[src/hw/rtl/ccrf_pkg.sv]
// ----------------------------------------------------------------------------
// ccrf_pkg: shared definitions for the clear color rectangle fill engine
// Pixel format and register codes, queue status, 565 channel scaling.
// ----------------------------------------------------------------------------
package ccrf_pkg;

    localparam int COORD_BITS_DEF = 14;
    localparam int LAYER_BITS_DEF = 11;
    localparam int ADDR_BITS_DEF  = 48;

    localparam int QUEUE_DEPTH = 4;
    localparam int CFG_IDX_W   = 3;
    localparam int COLOR_W     = 32;
    localparam int STRIDE_W    = 32;
    localparam int BYTES_W     = 3;

    localparam logic [BYTES_W-1:0] BYTES_16BPP = 3'd2;
    localparam logic [BYTES_W-1:0] BYTES_32BPP = 3'd4;

    typedef enum logic [2:0] {
        FMT_RGBA8   = 3'd0,
        FMT_RGBX8   = 3'd1,
        FMT_BGRA8   = 3'd2,
        FMT_BGRX8   = 3'd3,
        FMT_R5G6B5  = 3'd4,
        FMT_B5G6R5  = 3'd5,
        FMT_RGB10A2 = 3'd6,
        FMT_BGR10A2 = 3'd7
    } pix_fmt_t;

    typedef enum logic [CFG_IDX_W-1:0] {
        REG_PIXEL_FORMAT = 3'd0,
        REG_CLEAR_RED    = 3'd1,
        REG_CLEAR_GREEN  = 3'd2,
        REG_CLEAR_BLUE   = 3'd3,
        REG_CLEAR_ALPHA  = 3'd4,
        REG_SURFACE_BASE = 3'd5,
        REG_ROW_STRIDE   = 3'd6,
        REG_SLICE_STRIDE = 3'd7
    } cfg_reg_t;

    typedef struct packed {
        logic full;
        logic empty;
    } queue_stat_t;

    // rounded c * maxv / 255, division by 255 done as add and shift (exact below 2^16)
    function automatic logic [5:0] scale_from8(input logic [7:0] c, input logic [5:0] maxv);
        logic [13:0] num;
        logic [14:0] acc;
        num = 14'(c) * 14'(maxv) + 14'd127;
        acc = 15'(num) + 15'(num >> 8) + 15'd1;
        return acc[13:8];
    endfunction

endpackage

[src/hw/rtl/ccrf_fifo.sv]
// ----------------------------------------------------------------------------
// ccrf_fifo: short command queue
// Register queue that decouples the accept side from the fill side.
// ----------------------------------------------------------------------------
module ccrf_fifo #(
    parameter int WIDTH = 8,
    parameter int DEPTH = ccrf_pkg::QUEUE_DEPTH
) (
    input  logic                  aclk,
    input  logic                  aresetn,
    input  logic                  wr_en,
    input  logic [WIDTH-1:0]      wr_data,
    input  logic                  rd_en,
    output logic [WIDTH-1:0]      rd_data,
    output ccrf_pkg::queue_stat_t stat
);
    localparam int PTR_W = (DEPTH > 1) ? $clog2(DEPTH) : 1;
    localparam int CNT_W = $clog2(DEPTH + 1);

    logic [WIDTH-1:0] mem_reg [DEPTH];
    logic [PTR_W-1:0] wr_ptr_reg, rd_ptr_reg;
    logic [CNT_W-1:0] count_reg;
    logic             do_wr, do_rd;

    assign stat.full  = (count_reg == CNT_W'(DEPTH));
    assign stat.empty = (count_reg == '0);
    assign do_wr      = wr_en && !stat.full;
    assign do_rd      = rd_en && !stat.empty;
    assign rd_data    = mem_reg[rd_ptr_reg];

    always_ff @(posedge aclk) begin
        if (!aresetn) begin
            wr_ptr_reg <= '0;
            rd_ptr_reg <= '0;
            count_reg  <= '0;
        end else begin
            if (do_wr) begin
                wr_ptr_reg <= (wr_ptr_reg == PTR_W'(DEPTH - 1)) ? '0 : wr_ptr_reg + 1'b1;
            end
            if (do_rd) begin
                rd_ptr_reg <= (rd_ptr_reg == PTR_W'(DEPTH - 1)) ? '0 : rd_ptr_reg + 1'b1;
            end
            if (do_wr && !do_rd) begin
                count_reg <= count_reg + 1'b1;
            end else if (do_rd && !do_wr) begin
                count_reg <= count_reg - 1'b1;
            end
        end
    end

    always_ff @(posedge aclk) begin
        if (do_wr) begin
            mem_reg[wr_ptr_reg] <= wr_data;
        end
    end

endmodule

[config.mk]
export PLATFORM = sky130hd
export DESIGN_NAME = ccrf_fifo
export DESIGN_NICKNAME = d
export VERILOG_FILES = /design/src/hw/rtl/ccrf_pkg.sv /design/src/hw/rtl/ccrf_fifo.sv
export SDC_FILE = /design/constraint.sdc
export NUM_CORES = 1
export LEC_CHECK = 0
export BUFFER_PORTS_ARGS = -buffer_cell sky130_fd_sc_hd__buf_4
export CAP_MARGIN = 20
export CORE_MARGIN = 10
export CORE_UTILIZATION = 30
export CTS_BUF_LIST = sky130_fd_sc_hd__clkbuf_16
export CTS_CLUSTER_SIZE = 25
export DETAILED_ROUTE_END_ITERATION = 12
export PLACE_DENSITY = 0.56
export SLEW_MARGIN = 0
export SYNTH_ARGS = -nofsm -noshare
export SYNTH_HDL_FRONTEND = slang
export SYNTH_SLANG_ARGS = --single-unit
[constraint.sdc]
create_clock -name aclk -period 2.95 [get_ports aclk]
set_input_delay 0.295 -clock aclk [delete_from_list [all_inputs] [get_ports aclk]]
set_output_delay 0.295 -clock aclk [all_outputs]
set_load 0.01 [all_outputs]
==> impl_metrics.ini <==
[outcome]
outcome = completed

[synth]
synthCells = 93
synth_sequential_area_ratio_pct = 70.0
synthTopCellsByArea = edfxtp_1 59%, dfxtp_1 11%, mux4_2 11%
synthDominantCellAreaShare_pct = 58.9
avgSynthCellArea_um2 = 17.5
yosysUniqueCellTypes = 23
synth_largest_area_cell = edfxtp_1
synth_warnings = 0
syn_nets = 112
synth-seq-cells = 41
netlist_area_um2 = 1630

[timing]
fin_setup_tns_ns = 0
fmax_mhz = 417
worst_slack_ns = 0.550
skew_ns = 0.00213
min_period_ns = 2.40
worstMarginPinSlew_ns = 0.584
finalMaxSlewViolations = 0
period_share_pct = 81.3
slew_headroom_pct = 61.0
hold_viol_final = 0
setup_viol_count_final = 0
rsz0062_at_grt = no

[placement]
gp_congestion = 0.721
dp_slack_ns = 0.525
dpl.hpwl_um = 2080
io_buffer_count = 21

[route]
post-route-drc-count = 0
ant_nets = 0
vias = 832
drt-initial-drc-count = 36
dr.pass1.iters = 4
routed_wl_um = 2880
viasPerCell = 4.43
wl_per_cell_um = 15.3

[clock_network]
cts_buffers = 5
clk_root_buffer_cell = clkbuf_16
post-cts-setup-buffer-count = 0
htreeDepth = 2
clkLatencyLatePin_ns = 0.27
clock_path_buffers = 2
clk_pin_slew_ns = 0.06
cts_resized = 0
cts_hold_buf = 0
cts_tree = yes
clock_sinks = 41

[setup_path]
cp.arrival_ns = 2.60
required_ns = 3.15
startpoint_type = register
critPathMaxStageDelay_ns = 0.46
reg2reg_depth = 8
reg2reg_from = count_reg[0]
crit_family = simple AND/OR/NAND/NOR gates
worstPathBufferInverterCount = 1
crit_path_top_delay_cell = dfxtp_1
crit_type = register to register
path_cells = nor3b_2 > nor2b_1 > ha_1 > inv_1 > fa_1 > xor2_1 > or3_1 > a21boi_0
r2r_setup_slack_ns = 0.55
cp-end-kind = register
cp_max_fo = 7
reg2reg_to = count_reg[2]

[finish]
fillers = 495
final_nets = 136
drive_gt1_share_pct = 31.4
layout_common_cells = 32 x edfxtp_1, 21 x buf_4, 9 x dfxtp_1, 8 x mux4_2
layout_commonest_cell = edfxtp_1
antenna_cells = 0
syn_to_final_growth_pct = 24.2
largest_reg_flops = 32

[global_routing]
top_usage_layer = met2
met1_usage_pct = 7.61
met3_usage_pct = 3.12
grt_pass1_vias = 927
grt_max_degree = 14
grt.overflow.total = 0
use_met2_pct = 11.8
track_usage_pct = 7.11
antenna_found_initial = 0
grt_pass1_wl_um = 4720

[hold_path]
hold_start = wr_data[4]
min_to = mem_reg[0][4]
whs_path_depth = 1
hold_path.class = input port to register

[power]
power_density_nw_per_um2 = 891
total_power_mw = 1.80
peakVddDrop_mv = 0.360
leakage_nw = 0.727

[floorplan]
die_y_um = 93.7
core_um2 = 5200
row_count = 26
io_pins = 22
start_util_pct = 31.3
dieArea_um2 = 8780
dieWidth_um = 93.7

[run]
cap_violations = 0
[metal layers]
| metal | wire (um) | vias to the layer above |
|---|---|---|
| met5 | 0 | - |
| met4 | 26 | 0 |
| met3 | 161 | 2 |
| met2 | 1460 | 18 |
| met1 | 1240 | 413 |
| li1 | - | 399 |
[synthesized netlist by cell type]
cell type and count:
fa_1 1, nor2_1 2, buf_2 2, o21ai_0 3, mux2i_1 3, or3_1 1
nor3b_2 1, nand2_1 6, nor2b_1 2, o31ai_1 1, a21boi_0 1, xnor2_1 1
buf_1 1, clkbuf_1 1, ha_1 6, xor2_1 1, mux4_2 8, dfxtp_1 9
inv_1 3, edfxtp_1 32, nand3_1 2, nor3_1 1, and2_1 5
[cell families (layout without fill, tap and decap cells)]
kind of cell             count (synthesis)  count (layout)  synth area share (%)
AO/OA/AOI/OAI                            5               5                  1.84
XOR/XNOR                                 2               2                  1.07
AND/OR/NAND/NOR                         20              20                  6.60
multiplexers                            11              11                  12.9
flip-flops                              41              41                  70.0
adder cells (fa/ha/maj)                  7               7                  5.83
buffers and inverters                    7              32                  1.76
[worst reg2reg max path, stage by stage, from the launching register on]
cell and delay (ns):
dfxtp_1 0.46, nor3b_2 0.09, nor2b_1 0.42, ha_1 0.29, inv_1 0.07, fa_1 0.37
xor2_1 0.16, or3_1 0.32, a21boi_0 0.16
[worst max path at each step]
stage / from / to / slack, ns / cells after the start
after floorplan: count_reg[0] / count_reg[2] / 0.86 / 7
after global placement: count_reg[0] / count_reg[2] / 0.74 / 8
after detailed placement: count_reg[0] / count_reg[2] / 0.53 / 8
after CTS: count_reg[0] / count_reg[2] / 0.49 / 8
after global routing: count_reg[0] / count_reg[2] / 0.33 / 8
final: count_reg[0] / count_reg[2] / 0.55 / 8
[power by group]
group | leakage, nW | internal, mW | total [mW] | switching (mW)
registers | 0.367 | 0.712 | 0.791 | 0.0786
clock network | 0.0775 | 0.395 | 0.599 | 0.203
logic | 0.282 | 0.231 | 0.414 | 0.182
total | 0.727 | 1.34 | 1.80 | 0.464
[area by class of cell]
class / count / area, um2 / area share (%)
Clock buffer: 5 / 125 / 6.18
Timing Repair Buffer: 21 / 158 / 7.79
Clock inverter: 3 / 41.3 / 2.04
Inverter: 3 / 11.3 / 0.556
Sequential cell: 41 / 1140 / 56.4
Multi-Input combinational cell: 45 / 460 / 22.7
Tap cell: 70 / 87.6 / 4.33
[through the flow]
| stage | area (um2) | std cells | util [%] | hold slack [ns] |
|---|---|---|---|---|
| after global routing | 2020 | 188 | 38.9 | 0.214 |
| after global placement | 1860 | 180 | 35.7 | 0.484 |
| final | 2020 | 188 | 38.9 | 0.222 |
| after CTS | 2020 | 188 | 38.9 | 0.215 |
| after floorplan | 1630 | 93 | - | 0.394 |
| after detailed placement | 1860 | 180 | 35.7 | 0.502 |
Note: power is estimated with default switching activity, not from simulation.
