## config.mk

```make
export PLATFORM = sky130hd
export DESIGN_NAME = ccrf_back
export DESIGN_NICKNAME = d
export VERILOG_FILES = /design/src/hw/rtl/ccrf_pkg.sv /design/src/hw/rtl/ccrf_back.sv
export SDC_FILE = /design/constraint.sdc
export NUM_CORES = 1
export LEC_CHECK = 0
export ABC_AREA = 1
export BUFFER_PORTS_ARGS = -buffer_cell sky130_fd_sc_hd__buf_2
export CAP_MARGIN = 20
export CORE_MARGIN = 1
export CORE_UTILIZATION = 50
export DETAILED_ROUTE_END_ITERATION = 8
export PLACE_DENSITY = 0.71
export SYNTH_ARGS = -nofsm -noshare
export SYNTH_HDL_FRONTEND = slang
export SYNTH_SLANG_ARGS = --single-unit
```

## constraint.sdc

```tcl
create_clock -name aclk -period 6.2 [get_ports aclk]
set_input_delay 0 -clock aclk [delete_from_list [all_inputs] [get_ports aclk]]
set_output_delay 0 -clock aclk [all_outputs]
set_load 0.01 [all_outputs]
```

## src/hw/rtl/ccrf_pkg.sv

```systemverilog
// ----------------------------------------------------------------------------
// ccrf_pkg: shared definitions for the clear color rectangle fill engine
// Pixel format and register codes, queue status, 565 channel scaling.
// ----------------------------------------------------------------------------
package ccrf_pkg;

    localparam int COORD_BITS_DEF = 14;
    localparam int LAYER_BITS_DEF = 11;
    localparam int ADDR_BITS_DEF  = 48;

    localparam int QUEUE_DEPTH = 4;
    localparam int CFG_IDX_W   = 3;
    localparam int COLOR_W     = 32;
    localparam int STRIDE_W    = 32;
    localparam int BYTES_W     = 3;

    localparam logic [BYTES_W-1:0] BYTES_16BPP = 3'd2;
    localparam logic [BYTES_W-1:0] BYTES_32BPP = 3'd4;

    typedef enum logic [2:0] {
        FMT_RGBA8   = 3'd0,
        FMT_RGBX8   = 3'd1,
        FMT_BGRA8   = 3'd2,
        FMT_BGRX8   = 3'd3,
        FMT_R5G6B5  = 3'd4,
        FMT_B5G6R5  = 3'd5,
        FMT_RGB10A2 = 3'd6,
        FMT_BGR10A2 = 3'd7
    } pix_fmt_t;

    typedef enum logic [CFG_IDX_W-1:0] {
        REG_PIXEL_FORMAT = 3'd0,
        REG_CLEAR_RED    = 3'd1,
        REG_CLEAR_GREEN  = 3'd2,
        REG_CLEAR_BLUE   = 3'd3,
        REG_CLEAR_ALPHA  = 3'd4,
        REG_SURFACE_BASE = 3'd5,
        REG_ROW_STRIDE   = 3'd6,
        REG_SLICE_STRIDE = 3'd7
    } cfg_reg_t;

    typedef struct packed {
        logic full;
        logic empty;
    } queue_stat_t;

    // rounded c * maxv / 255, division by 255 done as add and shift (exact below 2^16)
    function automatic logic [5:0] scale_from8(input logic [7:0] c, input logic [5:0] maxv);
        logic [13:0] num;
        logic [14:0] acc;
        num = 14'(c) * 14'(maxv) + 14'd127;
        acc = 15'(num) + 15'(num >> 8) + 15'd1;
        return acc[13:8];
    endfunction

endpackage

```

## src/hw/rtl/ccrf_back.sv

```systemverilog
// ----------------------------------------------------------------------------
// ccrf_back: fill walker
// Pops queued requests, runs the x, y, layer walk, drives the output register.
// ----------------------------------------------------------------------------
module ccrf_back #(
    parameter int COORD_BITS = ccrf_pkg::COORD_BITS_DEF,
    parameter int LAYER_BITS = ccrf_pkg::LAYER_BITS_DEF,
    parameter int ADDR_BITS  = ccrf_pkg::ADDR_BITS_DEF,
    parameter int ENTRY_W    = 82
) (
    input  logic                          aclk,
    input  logic                          aresetn,
    input  logic [ENTRY_W-1:0]            q_rd_data,
    input  ccrf_pkg::queue_stat_t         q_stat,
    output logic                          q_rd_en,
    output logic                          setup_go,
    output logic [COORD_BITS-1:0]         setup_x,
    output logic [COORD_BITS-1:0]         setup_y,
    output logic [LAYER_BITS-1:0]         setup_layer,
    input  logic                          setup_done,
    input  logic [ccrf_pkg::COLOR_W-1:0]  setup_color,
    input  logic [ccrf_pkg::BYTES_W-1:0]  setup_bytes,
    input  logic [ADDR_BITS-1:0]          setup_address,
    input  logic [ccrf_pkg::STRIDE_W-1:0] row_stride,
    input  logic [ccrf_pkg::STRIDE_W-1:0] slice_stride,
    output logic                          out_valid,
    input  logic                          out_ready,
    output logic [ADDR_BITS-1:0]          out_address,
    output logic [ccrf_pkg::COLOR_W-1:0]  out_data,
    output logic [ccrf_pkg::BYTES_W-1:0]  out_bytes,
    output logic                          out_last
);
    localparam int DIM_W = COORD_BITS + 1;
    localparam int Y_OFS = COORD_BITS;
    localparam int W_OFS = 2 * COORD_BITS;
    localparam int H_OFS = W_OFS + DIM_W;
    localparam int F_OFS = H_OFS + DIM_W;
    localparam int L_OFS = F_OFS + LAYER_BITS;
    localparam int R_OFS = L_OFS + LAYER_BITS;
    localparam int S_OFS = R_OFS + 1;

    logic head_start, head_run, slot_free, pop, pop_start, emit;
    logic last_col, last_row, last_all;
    logic [DIM_W:0] col_inc, row_inc;

    logic                         pending_reg, busy_reg, run_reg, out_valid_reg;
    logic [DIM_W-1:0]             col_reg, row_reg, wid_reg, hgt_reg;
    logic [LAYER_BITS-1:0]        lnow_reg, lend_reg;
    logic [ADDR_BITS-1:0]         row_addr_reg, layer_addr_reg, xoff_reg;
    logic [ccrf_pkg::COLOR_W-1:0] color_reg;
    logic [ccrf_pkg::BYTES_W-1:0] bytes_reg;

    assign head_start = q_rd_data[S_OFS];
    assign head_run   = q_rd_data[R_OFS];
    assign slot_free  = !out_valid_reg || out_ready;
    // a start waits for nothing downstream; a tick needs room in the output register
    assign pop        = !q_stat.empty && !pending_reg && (head_start || slot_free);
    assign pop_start  = pop && head_start;
    assign emit       = pop && !head_start && busy_reg;

    assign q_rd_en     = pop;
    assign setup_go    = pop_start;
    assign setup_x     = q_rd_data[0 +: COORD_BITS];
    assign setup_y     = q_rd_data[Y_OFS +: COORD_BITS];
    assign setup_layer = q_rd_data[F_OFS +: LAYER_BITS];

    assign col_inc  = (DIM_W + 1)'(col_reg) + 1'b1;
    assign row_inc  = (DIM_W + 1)'(row_reg) + 1'b1;
    assign last_col = col_inc >= (DIM_W + 1)'(wid_reg);
    assign last_row = row_inc >= (DIM_W + 1)'(hgt_reg);
    assign last_all = last_col && last_row && (lnow_reg >= lend_reg);

    always_ff @(posedge aclk) begin
        if (!aresetn) begin
            pending_reg   <= 1'b0;
            busy_reg      <= 1'b0;
            run_reg       <= 1'b0;
            out_valid_reg <= 1'b0;
        end else begin
            if (pop_start) begin
                pending_reg <= 1'b1;
                busy_reg    <= 1'b0;
                run_reg     <= head_run;
            end else if (setup_done) begin
                pending_reg <= 1'b0;
                busy_reg    <= run_reg;
            end else if (emit && last_all) begin
                busy_reg <= 1'b0;
            end
            if (emit) begin
                out_valid_reg <= 1'b1;
            end else if (out_ready) begin
                out_valid_reg <= 1'b0;
            end
        end
    end

    always_ff @(posedge aclk) begin
        if (pop_start) begin
            wid_reg  <= q_rd_data[W_OFS +: DIM_W];
            hgt_reg  <= q_rd_data[H_OFS +: DIM_W];
            lnow_reg <= q_rd_data[F_OFS +: LAYER_BITS];
            lend_reg <= q_rd_data[L_OFS +: LAYER_BITS];
        end
        if (setup_done) begin
            color_reg      <= setup_color;
            bytes_reg      <= setup_bytes;
            row_addr_reg   <= setup_address;
            layer_addr_reg <= setup_address;
            xoff_reg       <= '0;
            col_reg        <= '0;
            row_reg        <= '0;
        end else if (emit && !last_all) begin
            if (!last_col) begin
                col_reg  <= col_inc[DIM_W-1:0];
                xoff_reg <= xoff_reg + ADDR_BITS'(bytes_reg);
            end else begin
                col_reg  <= '0;
                xoff_reg <= '0;
                if (!last_row) begin
                    row_reg      <= row_inc[DIM_W-1:0];
                    row_addr_reg <= row_addr_reg + ADDR_BITS'(row_stride);
                end else begin
                    row_reg        <= '0;
                    lnow_reg       <= lnow_reg + 1'b1;
                    layer_addr_reg <= layer_addr_reg + ADDR_BITS'(slice_stride);
                    row_addr_reg   <= layer_addr_reg + ADDR_BITS'(slice_stride);
                end
            end
        end
        if (emit) begin
            out_address <= row_addr_reg + xoff_reg;
            out_data    <= color_reg;
            out_bytes   <= bytes_reg;
            out_last    <= last_all;
        end
    end

    assign out_valid = out_valid_reg;

endmodule

```

==> flow_summary.toml <==
[run_status]
status = "finished clean"

[die]
die_x_um = 229
rows = 82
dieHeight_um = 229
ios = 361
core_mm2 = 0.0506
start_util_pct = 51.1
dieArea_mm2 = 0.0526

[critical_path]
rr_worst_depth = 19
regToRegSetupSlack_ps = 1440
cp-end-kind = "flip-flop"
cp.required_ps = 6600
worstPathArrival_ps = 5170
rr_endpoint = "xoff_reg[3]$_SDFFE_PP0N_"
critPathMaxFanout = 53
critical_path_class = "reg2reg"
startpoint_type = "flip-flop"
r2r_start = "row_reg[0]$_SDFFE_PP0P_"
crit_start = "row_reg[0]$_SDFFE_PP0P_"
endpoint = "xoff_reg[3]$_SDFFE_PP0N_"

[clocking]
insertion_delay_ps = 570
post_cts.repair.setup_buffers = 0
postCtsHoldBufs = 143
cts_tree = "done"
numCtsBuffers = 40
cts.reportedPaths.clkPinSlew_ps = 60
cts_num_sinks = 349
ctsResizeCount = 0
htree_levels = 2
cts_root_buffer = "clkbuf_16"
clk_path_buf_depth = 3

[synthesis]
synth_edf_count = 256
synthesis.nets = 4071
ys_types = 47
synth-compound-area-share_pct = 9.03
avgSynthCellArea_um2 = 7.04
synthSimpleGateAreaFrac_pct = 31.5
synth_top_family_by_area = "simple AND/OR/NAND/NOR gates"
synth_xor_xnor_area_share_pct = 4.81
ys_seq_area_share_pct = 36.9
synth_flop_cell = "edfxtp_1"
syn-instance-count = 3674
synth_seq_cells = 349
synthArstFlopShare_pct = 0
synth_mux_area_share_pct = 0.194
syn-cell-area_mm2 = 0.0259
synthAdderAreaFrac_pct = 7.96
ys.warnings.count = 0

[layout]
layout-drive-gt1-share_pct = 9.79
seq_area_mm2 = 0.00955
area_growth_pct = 17.8
multi_input_area_mm2 = 0.0138
final_cell_count_no_fill = 4778
n_fill_cell = 4802
final_nets = 4471

[grt]
grt_max_degree = 86
grt-ovfl-total = 0
grt_pass1_wl_um = 136000
grt_pass1_vias = 24400
globalRouteMet1Util_pct = 45.2
grt.met3_usage_pct = 4.23
busiest_layer = "met2"
grt_use_met2_pct = 54.1
antenna_found_initial = 0
grt.total_usage_pct = 33.5

[placement]
place.port_buffers = 303
hpwlAfterDp_um = 70000
place.gp.congestion = 1.03
dp_cells = 4561

[sta]
drv_slew = 0
fin_setup_tns_ps = 0
finalCritPeriodShare_pct = 76.8
period_needed_ps = 4760
slew_headroom_pct = 37.6
rsz0062_at_grt = "no"
final-hold-violation-count = 0
setup_violations = 0
tightest_slew_ps = 935
finClkSkew_ps = 22.5
fmax_ghz = 0.210

[pwr]
p_leak_nw = 14.3
vdd_ir_drop_max_v = 0.000245
power_density_mw_per_mm2 = 223

[drt]
wl_per_cell_um = 18.6
final_antenna_net_count = 0
first_iter_violations = 2252
vias_per_cell = 5.36
wl_um = 88900
via_count = 25600
drc = 0
drt_first_pass_iters = 6

[flow_run]
cap_violations = 0

[worst_hold_path]
min_path_type = "in2out"
-- critical path, cell delays in order, from the launching register on --
cell	delay [ps]
dfxtp_1	390
ha_1	190
nand2_1	80
nor2_1	150
nand2_1	90
nor2_1	190
nand4_1	140
xor2_1	260
ha_1	300
nand2_1	70
nand2_1	60
nor3_1	200
nand2_1	120
nand2_4	540
nor2_4	80
nand2_4	490
nand2_2	610
buf_4	440
nand2_1	90
a21oi_1	80
-- cell usage in the layout (no fill, tap or decap), types with 93 or more instances in the layout --
cell / n
nand2_1: 1129
inv_1: 501
nor2_1: 421
buf_2: 302
nand3_1: 285
edfxtp_1: 256
a21oi_1: 194
ha_1: 158
o21ai_0: 154
dlygate4sd3_1: 143
xor2_1: 95
dfxtp_1: 93
-- per-stage QoR --
step	hold WS (ps)	setup slack [ps]	utilization [%]	total power, mW	instance area, um^2
floorplan	91.8	1100	-	3.85	25900
global placement	0.0686	1580	54.9	4.37	27800
detailed placement	0.0686	1530	54.9	4.38	27800
CTS	0.0686	1520	60.2	6.77	30500
global route	0.0169	987	60.2	7.09	30500
finish	0.00282	1440	60.2	6.78	30500
-- cell usage after synthesis, drive strengths merged, types with 6 or more instances --
library cell  count  area [um^2]
nand2          1137         4300
o22ai             8         50.1
xnor2            47          412
a31oi             9         56.3
dfxtp            93         1860
clkbuf           32          120
nand3b            7         52.6
and2             14         87.6
o211ai            6         68.8
ha              158         1980
a21o             10         75.1
o21ai           159          796
inv             505         1900
xor2             95          832
nand4            56          357
nor3             36          180
nand3           285         1430
buf              69          455
edfxtp          256         7690
o21bai           30          225
nor2            425         1610
nor4             10         62.6
a21oi           194          971
-- final cells by class --
class | instances | share of cell area (%)
clock inverters | 21 | 0.620
clock buffers | 52 | 3.50
multi-input cells | 2717 | 45.5
inverters | 507 | 6.25
flip-flops and latches | 349 | 31.4
diodes | 1 | 0.00822
well taps | 672 | 2.76
repair buffers | 459 | 10.0
-- worst min-delay path by stage --
stage                        startpoint              to  slack (ps)  depth (start not counted)
after floorplan           q_rd_data[58]  setup_layer[0]          90                          1
after global placement     q_rd_data[0]      setup_x[0]        0.07                          0
after detailed placement   q_rd_data[0]      setup_x[0]        0.07                          0
after CTS                  q_rd_data[0]      setup_x[0]        0.07                          0
after global routing       q_rd_data[2]      setup_x[2]        0.02                          0
final                     q_rd_data[14]      setup_y[0]       0.003                          0
-- report_power, final --
part | switching, mW | total (mW) | internal [mW]
Combinational | 1.09 | 1.67 | 0.578
Clock | 1.01 | 2.32 | 1.31
Sequential | 0.118 | 2.79 | 2.68
-- cell families after synthesis --
family / Yosys count
multiplexers: 5
AND/OR/NAND/NOR: 1980
adder cells (fa/ha/maj): 162
flip-flops: 349
XOR/XNOR: 142
buffers and inverters: 608
AO/OA/AOI/OAI: 428
-- routing by layer --
metal / part of all wire, % / vias to the layer above
met5: 0 / -
met2: 45 / 1014
met1: 43 / 11700
li1: - / 12700
met3: 7.0 / 203
met4: 4.7 / 0
No activity file was read; power rests on OpenSTA's default activity.
