**src/hw/rtl/ccrf_pkg.sv**
```systemverilog
// ----------------------------------------------------------------------------
// ccrf_pkg: shared definitions for the clear color rectangle fill engine
// Pixel format and register codes, queue status, 565 channel scaling.
// ----------------------------------------------------------------------------
package ccrf_pkg;

    localparam int COORD_BITS_DEF = 14;
    localparam int LAYER_BITS_DEF = 11;
    localparam int ADDR_BITS_DEF  = 48;

    localparam int QUEUE_DEPTH = 4;
    localparam int CFG_IDX_W   = 3;
    localparam int COLOR_W     = 32;
    localparam int STRIDE_W    = 32;
    localparam int BYTES_W     = 3;

    localparam logic [BYTES_W-1:0] BYTES_16BPP = 3'd2;
    localparam logic [BYTES_W-1:0] BYTES_32BPP = 3'd4;

    typedef enum logic [2:0] {
        FMT_RGBA8   = 3'd0,
        FMT_RGBX8   = 3'd1,
        FMT_BGRA8   = 3'd2,
        FMT_BGRX8   = 3'd3,
        FMT_R5G6B5  = 3'd4,
        FMT_B5G6R5  = 3'd5,
        FMT_RGB10A2 = 3'd6,
        FMT_BGR10A2 = 3'd7
    } pix_fmt_t;

    typedef enum logic [CFG_IDX_W-1:0] {
        REG_PIXEL_FORMAT = 3'd0,
        REG_CLEAR_RED    = 3'd1,
        REG_CLEAR_GREEN  = 3'd2,
        REG_CLEAR_BLUE   = 3'd3,
        REG_CLEAR_ALPHA  = 3'd4,
        REG_SURFACE_BASE = 3'd5,
        REG_ROW_STRIDE   = 3'd6,
        REG_SLICE_STRIDE = 3'd7
    } cfg_reg_t;

    typedef struct packed {
        logic full;
        logic empty;
    } queue_stat_t;

    // rounded c * maxv / 255, division by 255 done as add and shift (exact below 2^16)
    function automatic logic [5:0] scale_from8(input logic [7:0] c, input logic [5:0] maxv);
        logic [13:0] num;
        logic [14:0] acc;
        num = 14'(c) * 14'(maxv) + 14'd127;
        acc = 15'(num) + 15'(num >> 8) + 15'd1;
        return acc[13:8];
    endfunction

endpackage

```
**src/hw/rtl/ccrf_front.sv**
```systemverilog
// ----------------------------------------------------------------------------
// ccrf_front: request intake
// Accepts stream transfers, classifies start against tick, flags empty starts.
// ----------------------------------------------------------------------------
module ccrf_front #(
    parameter int COORD_BITS = ccrf_pkg::COORD_BITS_DEF,
    parameter int LAYER_BITS = ccrf_pkg::LAYER_BITS_DEF,
    parameter int S_TDATA_W  = 80,
    parameter int ENTRY_W    = 82
) (
    input  logic                  s_axis_tvalid,
    output logic                  s_axis_tready,
    input  logic [S_TDATA_W-1:0]  s_axis_tdata,
    input  logic                  s_axis_tuser,
    input  ccrf_pkg::queue_stat_t q_stat,
    output logic                  q_wr_en,
    output logic [ENTRY_W-1:0]    q_wr_data
);
    localparam int DIM_W    = COORD_BITS + 1;
    localparam int W_OFS    = 2 * COORD_BITS;
    localparam int H_OFS    = W_OFS + DIM_W;
    localparam int F_OFS    = H_OFS + DIM_W;
    localparam int L_OFS    = F_OFS + LAYER_BITS;
    localparam int FIELDS_W = L_OFS + LAYER_BITS;

    logic [DIM_W-1:0]      rect_width, rect_height;
    logic [LAYER_BITS-1:0] layer_lo, layer_hi;
    logic                  is_start, run;

    assign rect_width  = s_axis_tdata[W_OFS +: DIM_W];
    assign rect_height = s_axis_tdata[H_OFS +: DIM_W];
    assign layer_lo    = s_axis_tdata[F_OFS +: LAYER_BITS];
    assign layer_hi    = s_axis_tdata[L_OFS +: LAYER_BITS];

    // req_type low means start
    assign is_start = !s_axis_tuser;
    assign run      = (rect_width != '0) && (rect_height != '0) && (layer_lo <= layer_hi);

    assign s_axis_tready = !q_stat.full;
    assign q_wr_en       = s_axis_tvalid && !q_stat.full;
    assign q_wr_data     = {is_start, run, s_axis_tdata[FIELDS_W-1:0]};

endmodule

```
**config.mk**
```make
export PLATFORM = sky130hd
export DESIGN_NAME = ccrf_front
export DESIGN_NICKNAME = d
export VERILOG_FILES = /design/src/hw/rtl/ccrf_pkg.sv /design/src/hw/rtl/ccrf_front.sv
export SDC_FILE = /design/constraint.sdc
export NUM_CORES = 1
export LEC_CHECK = 0
export BUFFER_PORTS_ARGS = -buffer_cell sky130_fd_sc_hd__buf_2
export CORE_AREA = 2 2 66 68
export DETAILED_ROUTE_END_ITERATION = 12
export DIE_AREA = 0 0 68 70
export MAX_ROUTING_LAYER = met4
export PLACE_DENSITY_LB_ADDON = 0.2
export SYNTH_ARGS = -nofsm -noshare
export SYNTH_HDL_FRONTEND = slang
export SYNTH_SLANG_ARGS = --single-unit
```
**constraint.sdc**
```tcl
create_clock -name vclk -period 2.9
set_clock_uncertainty 0.15 [all_clocks]
set_input_delay 0.58 -clock vclk [all_inputs]
set_output_delay 0.58 -clock vclk [all_outputs]
set_load 0.05 [all_outputs]
```
==> flow_summary.toml, run 1 <==
[timing]
tightest_slew_ns = 0.3386
finalCriticalPeriod_ns = 2.774
finalHoldViolCount = 0
fin_crit_sh_pct = 95.64
tns_ns = 0
finalMaxSlewViolations = 0
rsz0062_at_grt = "no"
max_clock_freq_mhz = 360.5
slew_headroom_pct = 77.38
finalSetupViolCount = 0

[grt]
grt.overflow.total = 0
grt_use_total_pct = 7.412
grt_pass1_vias = 720
grt_start_max_net_pins = 4
grt_pass1_wl_um = 2822
antenna_found_initial = 0

[yosys]
synthTopCellsByCount = "buf_4, inv_1, ha_1"
yosysSeqAreaShare_pct = 0
syn_area_um2 = 991.0
synth_most_common_cell = "buf_4"
synthesis.nets = 229
synthCells = 134
synth_top_area_share_pct = 62.12
synth.largest_area_cell = "buf_4"
ys_top_cells_by_area = "buf_4, ha_1, inv_1"
avgSynthCellArea_um2 = 7.395
synth_cell_types = 18
yosys_warnings = 0

[worst_setup_path]
cp_num_buf_inv = 3
critical_path_required_ns = 2.17
crit_family = "compound AO/OA/AOI/OAI gates"
worst_path_max_delay_cell = "a2111oi_2"
slowest_delay_ns = 0.41
crit_fanout = 3
cp-end-kind = "primary output"
cp_cell_sequence = "buf_2 > ha_1 > nand4_1 > inv_1 > a2111oi_2 > o211a_1 > buf_4"
critPathLaunch = "s_axis_tdata[66]"
worstSetupStartpointType = "input pin"
cp_data_arrival_time_ns = 2.04
path_class = "in2out"

[route]
ant_nets = 0
drc_errors = 0
drtPass1Iterations = 2
vias = 859
drtIter0Drc = 4
routed_wl_um = 2075
vias_per_cell = 3.995
routedWlPerCell_um = 9.651

[hold_path]
worstHoldPathType = "in2out"
hp-start = "s_axis_tdata[10]"

[die]
coreArea_um2 = 4144
dieArea_um2 = 4760
die_y_um = 70
initial_utilization_pct = 23.91
io_pins = 168
fp.dieW_um = 68
rows = 24

[placed_design]
port-buffer-count = 111
place.gp.congestion = 0.5832
hpwl_um = 2041

[cells_and_area]
syn_to_final_growth_pct = 0.7577
nets = 260
regArea_um2 = 0
layout-drive-gt1-share_pct = 71.17
insertedDiodeCount = 0
seq_cell_count = 0
nClkBuffers = 0

[clocking]
hold_buffers = 0
post_cts_buffers = 0

[run]
maxCapViolations = 0

[power]
finalPower_uw = 279.4
p_per_area_nw_per_um2 = 279.8
ir_drop_mv = 0.06565
leakagePower_nw = 0.6372

[status]
status = "finished, final reports clean"
where the power goes:
part / switching, mW / total (mW) / internal (mW) / leakage [nW]
logic: 0.204 / 0.279 / 0.0753 / 0.637
registers: 0 / 0 / 0 / 0
clock network: 0 / 0 / 0 / 0
total: 0.204 / 0.279 / 0.0753 / 0.637
repair_timing:
action / 4_1_cts / 5_1_grt
setup endpoints to repair: 0 / 1
endpoints found under the hold margin: 0 / 0
resized for setup: 0 / 2
per-stage QoR:
| stage | hold WS (ns) | instances | setup slack, ns | utilization [%] | area (µm²) |
|---|---|---|---|---|---|
| floorplan | 1.177 | 134 | 0.3582 | - | 991.0 |
| global placement | 1.010 | 215 | 0.04780 | 24.03 | 996.0 |
| detailed placement | 1.010 | 215 | 0.02738 | 24.03 | 996.0 |
| CTS | 1.010 | 215 | 0.02738 | 24.03 | 996.0 |
| global route | 1.010 | 215 | 0.02749 | 24.09 | 998.5 |
| finish | 1.010 | 215 | 0.1264 | 24.09 | 998.5 |
placed cells by master (no fill, tap or decap):
cell type / netlist / routed
buf_2: 0 / 110
inv_1: 14 / 14
ha_1: 11 / 11
nor4_1: 6 / 6
nand4_1: 4 / 4
a21oi_2: 3 / 3
nor3_1: 3 / 3
nand2_1: 1 / 1
o21ai_1: 1 / 1
nand3b_1: 1 / 1
a211oi_2: 1 / 1
a211oi_1: 1 / 1
o21ai_0: 1 / 1
nor2_1: 1 / 1
a2111oi_2: 1 / 1
nand3_1: 1 / 1
o211a_1: 1 / 1
nor2b_1: 1 / 1
buf_4: 82 / 1
final timing paths:
| kind | endpoint | slack [ns] | depth (start not counted) |
|---|---|---|---|
| max | q_wr_data[80] | 0.13 | 7 |
| min | q_wr_data[10] | 1.01 | 0 |
metal layers:
layer  GRT usage [%]  share of wire, %  up-vias  routed length (µm)
met1           6.348                29      366                 609
met5               -                 0        -                   0
li1                -                 -      416                   -
met3           1.288                16        8                 338
met4           1.556               1.5        0                  31
met2           15.53                53       69                1096
cell type report:
cell class / count / area [µm²]
repair buffers: 111 / 558.0
fillers: 481 / 3146
inverters: 14 / 52.55
well taps: 52 / 65.06
multi-input cells: 38 / 322.8
cell families (layout without fill, tap and decap cells):
group	after synthesis	after routing	synth area share, %
AO/OA/AOI/OAI	9	9	8.206
adder cells (fa/ha/maj)	11	11	13.89
buffers and inverters	96	125	67.42
AND/OR/NAND/NOR	18	18	10.48
(Power assumes the default switching activity.)
==> inputs of run 2 (changes only) <==
--- a/config.mk
+++ b/config.mk
@@ -7,9 +7,10 @@
 export LEC_CHECK = 0
 export BUFFER_PORTS_ARGS = -buffer_cell sky130_fd_sc_hd__buf_2
+export CAP_MARGIN = 20
 export CORE_AREA = 2 2 66 68
 export DETAILED_ROUTE_END_ITERATION = 12
 export DIE_AREA = 0 0 68 70
 export MAX_ROUTING_LAYER = met4
-export PLACE_DENSITY_LB_ADDON = 0.2
+export PLACE_DENSITY = 0.75
 export SYNTH_ARGS = -nofsm -noshare
 export SYNTH_HDL_FRONTEND = slang
==> constraint.sdc (replaced) <==
create_clock -name vclk -period 2.9
set_clock_uncertainty 0.15 [all_clocks]
set_input_delay 0.435 -clock vclk [all_inputs]
set_output_delay 0.435 -clock vclk [all_outputs]
set_load 0.05 [all_outputs]
==> run 2 against run 1 <==
Effect of this change:
- critical path depth stayed put
- via count rose by 1.4%
- total power is 0.19% lower
- critical path type unchanged
- critical endpoint unchanged
- largest cell class unchanged
==> flow_summary.toml, run 2 (synthesis results as in run 1) <==
[status]
status = "finished, final reports clean"

[timing]
max_clock_freq_mhz = 398.7
finalCriticalPeriod_ns = 2.508
tightest_slew_ns = 0.2969
finalSetupViolCount = 0
tns_ns = 0
fin_crit_sh_pct = 86.50
rsz0062_at_grt = "no"
setup_ws_ns = 0.3916
finalMaxSlewViolations = 0
slew_headroom_pct = 80.03
finalHoldViolCount = 0

[placed_design]
post-place-ws_ns = 0.3586
hpwl_um = 2031
port-buffer-count = 111
dpl.cell_count = 215
place.gp.congestion = 0.6344

[hold_path]
holdPathStages = 0
hp-start = "s_axis_tdata[13]"
worstHoldPathType = "in2out"
min_to = "q_wr_data[13]"

[route]
routed_wl_um = 2104
vias = 871
drtPass1Iterations = 4
routedWlPerCell_um = 9.786
vias_per_cell = 4.051
drtIter0Drc = 5
drc_errors = 0
ant_nets = 0

[cells_and_area]
regArea_um2 = 0
multiInputGateArea_um2 = 322.8
seq_cell_count = 0
final_common_cell = "buf_2"
syn_to_final_growth_pct = 0.5051
layout-drive-gt1-share_pct = 71.17
insertedDiodeCount = 0
final_cells = 215
n_fill_cell = 459
nets = 260
mostFrequentLayoutCells = "buf_2, inv_1, ha_1"
nClkBuffers = 0

[worst_setup_path]
cp-end-kind = "primary output"
critical_path_required_ns = 2.32
slowest_delay_ns = 0.36
worst_path_max_delay_cell = "a2111oi_2"
path_class = "in2out"
worstSetupStartpointType = "input pin"
cp_data_arrival_time_ns = 1.92
cp_cell_sequence = "buf_2 > ha_1 > a21oi_2 > a211oi_2 > a2111oi_2 > o211a_1 > buf_2"
path_common_cell = "buf_2"
crit_fanout = 3

[grt]
grt_use_total_pct = 7.644
grt_start_max_net_pins = 4
grt.overflow.total = 0
antenna_found_initial = 0
grt_pass1_wl_um = 2904
grt_pass1_vias = 795

[die]
fp.dieW_um = 68
io_pins = 168
die_y_um = 70
coreArea_um2 = 4144
dieArea_um2 = 4760
initial_utilization_pct = 23.91
rows = 24

[run]
maxCapViolations = 0

[clocking]
post_cts_resized = 0
hold_buffers = 0
post_cts_buffers = 0

[power]
power_switching_uw = 204.5
intPower_uw = 74.37
p_per_area_nw_per_um2 = 280.0
leakagePower_nw = 0.6361
p_comb_share_pct = 100.0
clock_power_share_pct = 0
switching_share_pct = 73.33
ir_drop_mv = 0.06126
pwr-share-seq_pct = 0
-- run 2: cell counts in the layout (fill, tap and decap cells not counted) --
No cell type changed its count.
-- run 2: power groups by stage --
| stage | Clock, mW | Combinational (mW) | Sequential (mW) |
|---|---|---|---|
| 2_1_floorplan | 0 | 0.352 | 0 |
| 3_3_place_gp | 0 | 0.279 | 0 |
| 3_5_place_dp | 0 | 0.282 | 0 |
| 4_1_cts | 0 | 0.282 | 0 |
| 5_1_grt | 0 | 0.298 | 0 |
| 6_report | 0 | 0.279 | 0 |
-- run 2: layout make-up --
| class | count | share of cell area (%) |
|---|---|---|
| inverter | 14 | 5.276 |
| tap | 52 | 6.533 |
| timing repair buffer | 111 | 55.78 |
| multi-input combinational | 38 | 32.41 |
-- run 2: layer usage --
layer	up-vias	share of wire, %	GRT usage, %
met5	-	0	-
met4	0	4.0	2.889
met3	16	14	1.127
met2	75	52	16.83
met1	365	29	5.371
li1	415	-	-
-- run 2: worst max-delay path by stage --
stage / start / to / slack (ns)
floorplan: s_axis_tdata[75] / q_wr_data[80] / 0.65
global placement: s_axis_tdata[66] / q_wr_data[80] / 0.36
detailed placement: s_axis_tdata[66] / q_wr_data[80] / 0.36
CTS: s_axis_tdata[66] / q_wr_data[80] / 0.35
global route: s_axis_tdata[75] / q_wr_data[80] / 0.24
finish: s_axis_tdata[60] / q_wr_data[80] / 0.39
-- run 2: critical path, delay by kind of cell --
| kind | cells | cell delay [ns] |
|---|---|---|
| AO/OA/AOI/OAI | 4 | 0.81 |
| adder cells (fa/ha/maj) | 1 | 0.32 |
| buffers and inverters | 2 | 0.36 |
-- run 2: stage by stage --
stage	hold WS [ns]	instance area, µm²	power [mW]	util (%)
CTS	0.7203	996.0	0.2820	24.03
global placement	0.7203	996.0	0.2792	24.03
finish	0.7200	996.0	0.2789	24.03
detailed placement	0.7203	996.0	0.2816	24.03
floorplan	0.8871	991.0	0.3519	-
global route	0.7201	996.0	0.2984	24.03
==> inputs of run 3 (changes only) <==
ABC_AREA = 1   (was default)
CORE_AREA = 2 2 65 67   (was 2 2 66 68)
DIE_AREA = 0 0 67 69   (was 0 0 68 70)
PLACE_DENSITY = 0.8   (was 0.75)
TNS_END_PERCENT = 100   (was default)
==> run 3 against run 2 <==
Effect of this change:
- critical path depth up 3
- largest power group unchanged
- first-iteration DRC count down 80%
- non-clock buffer count unchanged
- critical path type unchanged
- critical endpoint unchanged
- total power up 1.8%
- worst hold slack unchanged
- maximum frequency up 14%
- global-route usage up 0.31 points
- worst setup slack better by 0.31 ns
- routed wire length up 2.7%
==> flow_summary.toml, run 3 <==
[grt]
antenna_found_initial = 0
grt_pass1_vias = 781
grt_use_total_pct = 7.956
grt_start_max_net_pins = 4
grt.overflow.total = 0
grt_pass1_wl_um = 2994

[timing]
rsz0062_at_grt = "no"
finalHoldViolCount = 0
fin_crit_sh_pct = 75.89
tns_ns = 0
holdWs_ns = 0.7200
max_clock_freq_mhz = 454.4
finalMaxSlewViolations = 0
slew_headroom_pct = 82.71
finalSetupViolCount = 0
finalCriticalPeriod_ns = 2.201
tightest_slew_ns = 0.2567

[cells_and_area]
insertedDiodeCount = 0
syn_to_final_growth_pct = 0.2344
mostFrequentLayoutCells = "buf_2, inv_1, nand2_1"
seq_cell_count = 0
nets = 291
layout-drive-gt1-share_pct = 60.31
regArea_um2 = 0
finalInstanceArea_um2 = 1071
nClkBuffers = 0
final_cells = 244
final_common_cell = "buf_2"

[clocking]
post_cts_buffers = 0
hold_buffers = 0
post_cts_resized = 0

[route]
vias_per_cell = 3.885
routed_wl_um = 2160
drtIter0Drc = 1
vias = 948
drc_errors = 0
drtPass1Iterations = 2
ant_nets = 0
routedWlPerCell_um = 8.852

[yosys]
avgSynthCellArea_um2 = 6.476
yosysSeqAreaShare_pct = 0
synth_top_area_share_pct = 57.61
yosys_warnings = 0
synthCells = 165
synthTopCellsByCount = "buf_4, inv_1, nand2_1"
synth_most_common_cell = "buf_4"
synthesis.nets = 260
ys_top_cells_by_area = "buf_4, ha_1, inv_1"
syn_area_um2 = 1069
synth.largest_area_cell = "buf_4"
synth_cell_types = 17

[die]
die_y_um = 69
dieArea_um2 = 4623
rows = 23
initial_utilization_pct = 27.30
fp.dieW_um = 67
io_pins = 168
coreArea_um2 = 3914

[placed_design]
port-buffer-count = 111
dpl.cell_count = 244
place.gp.congestion = 0.6041
placed_cell_area_um2 = 1071
hpwl_um = 2108

[hold_path]
worstHoldPathType = "in2out"
hp-start = "s_axis_tdata[20]"
min_to = "q_wr_data[20]"
holdPathStages = 0

[power]
finalPower_uw = 283.8
pwr-share-seq_pct = 0
p_per_area_nw_per_um2 = 265.0
p_comb_share_pct = 100.0
clock_power_share_pct = 0
power_switching_uw = 208.5
ir_drop_mv = 0.06320
switching_share_pct = 73.47
leakagePower_nw = 0.7517
intPower_uw = 75.30

[worst_setup_path]
cp_data_arrival_time_ns = 1.62
path_class = "in2out"
critical_path_required_ns = 2.32
worstSetupStartpointType = "input pin"
cp-end-kind = "primary output"
crit_fanout = 2

[run]
maxCapViolations = 0

[status]
status = "finished, final reports clean"
run 3: cell count changes after synthesis, sizes merged, moves of 2 or more:
| cell | delta |
|---|---|
| nor4 | -6 |
| nor3 | -2 |
| nand2 | +19 |
| nor2 | +15 |
| a211oi | -2 |
| nand4 | -2 |
| inv | +9 |
run 3: stage by stage:
stage / worst slack (ns) / util [%]
4_1_cts: 0.6824 / 27.37
3_3_place_gp: 0.6947 / 27.37
6_report: 0.6992 / 27.37
3_5_place_dp: 0.6831 / 27.37
5_1_grt: 0.5807 / 27.37
2_1_floorplan: 0.9136 / -
run 3: how the worst max path moves through the flow:
| stage | from | endpoint | slack [ns] |
|---|---|---|---|
| finish | s_axis_tdata[66] | q_wr_data[80] | 0.70 |
| global route | s_axis_tdata[66] | q_wr_data[80] | 0.58 |
| CTS | s_axis_tdata[79] | q_wr_data[80] | 0.68 |
| detailed placement | s_axis_tdata[79] | q_wr_data[80] | 0.68 |
| global placement | s_axis_tdata[79] | q_wr_data[80] | 0.69 |
| floorplan | s_axis_tdata[79] | q_wr_data[80] | 0.91 |
run 3: cells by family (layout without fill, tap and decap cells):
logic type,after synthesis,in the layout,share of synthesized area [%]
AOI/OAI and AO/OA,5,5,2.692
adders and majority gates,11,11,12.88
buffers and inverters,105,134,65.69
and+or+nand+nor,44,44,18.73
run 3: worst max-delay path: stages:
cell and delay, ns:
buf_2 0.11, ha_1 0.30, nand2_1 0.06, inv_1 0.04
nand2_2 0.09, nor2_4 0.05, nand2_1 0.06, nand3_1 0.09
a21oi_2 0.11, buf_2 0.27
run 3: power groups by stage:
| stage | registers (mW) | logic [mW] | clock network (mW) |
|---|---|---|---|
| detailed placement | 0 | 0.287 | 0 |
| CTS | 0 | 0.287 | 0 |
| global route | 0 | 0.305 | 0 |
| floorplan | 0 | 0.357 | 0 |
| finish | 0 | 0.284 | 0 |
| global placement | 0 | 0.284 | 0 |
run 3: area by class of cell:
cell class	count	area (µm²)
Multi-Input combinational cell	60	366.6
Fill cell	449	2843
Tap cell	50	62.56
Inverter	23	86.33
Timing Repair Buffer	111	555.5
run 3: per-layer routing:
| metal | routed length [µm] | track usage (%) | vias to the layer above |
|---|---|---|---|
| li1 | - | - | 477 |
| met1 | 662 | 6.693 | 393 |
| met2 | 1198 | 17.60 | 76 |
| met3 | 291 | 1.142 | 2 |
| met4 | 8 | 0.4535 | 0 |
| met5 | 0 | - | - |
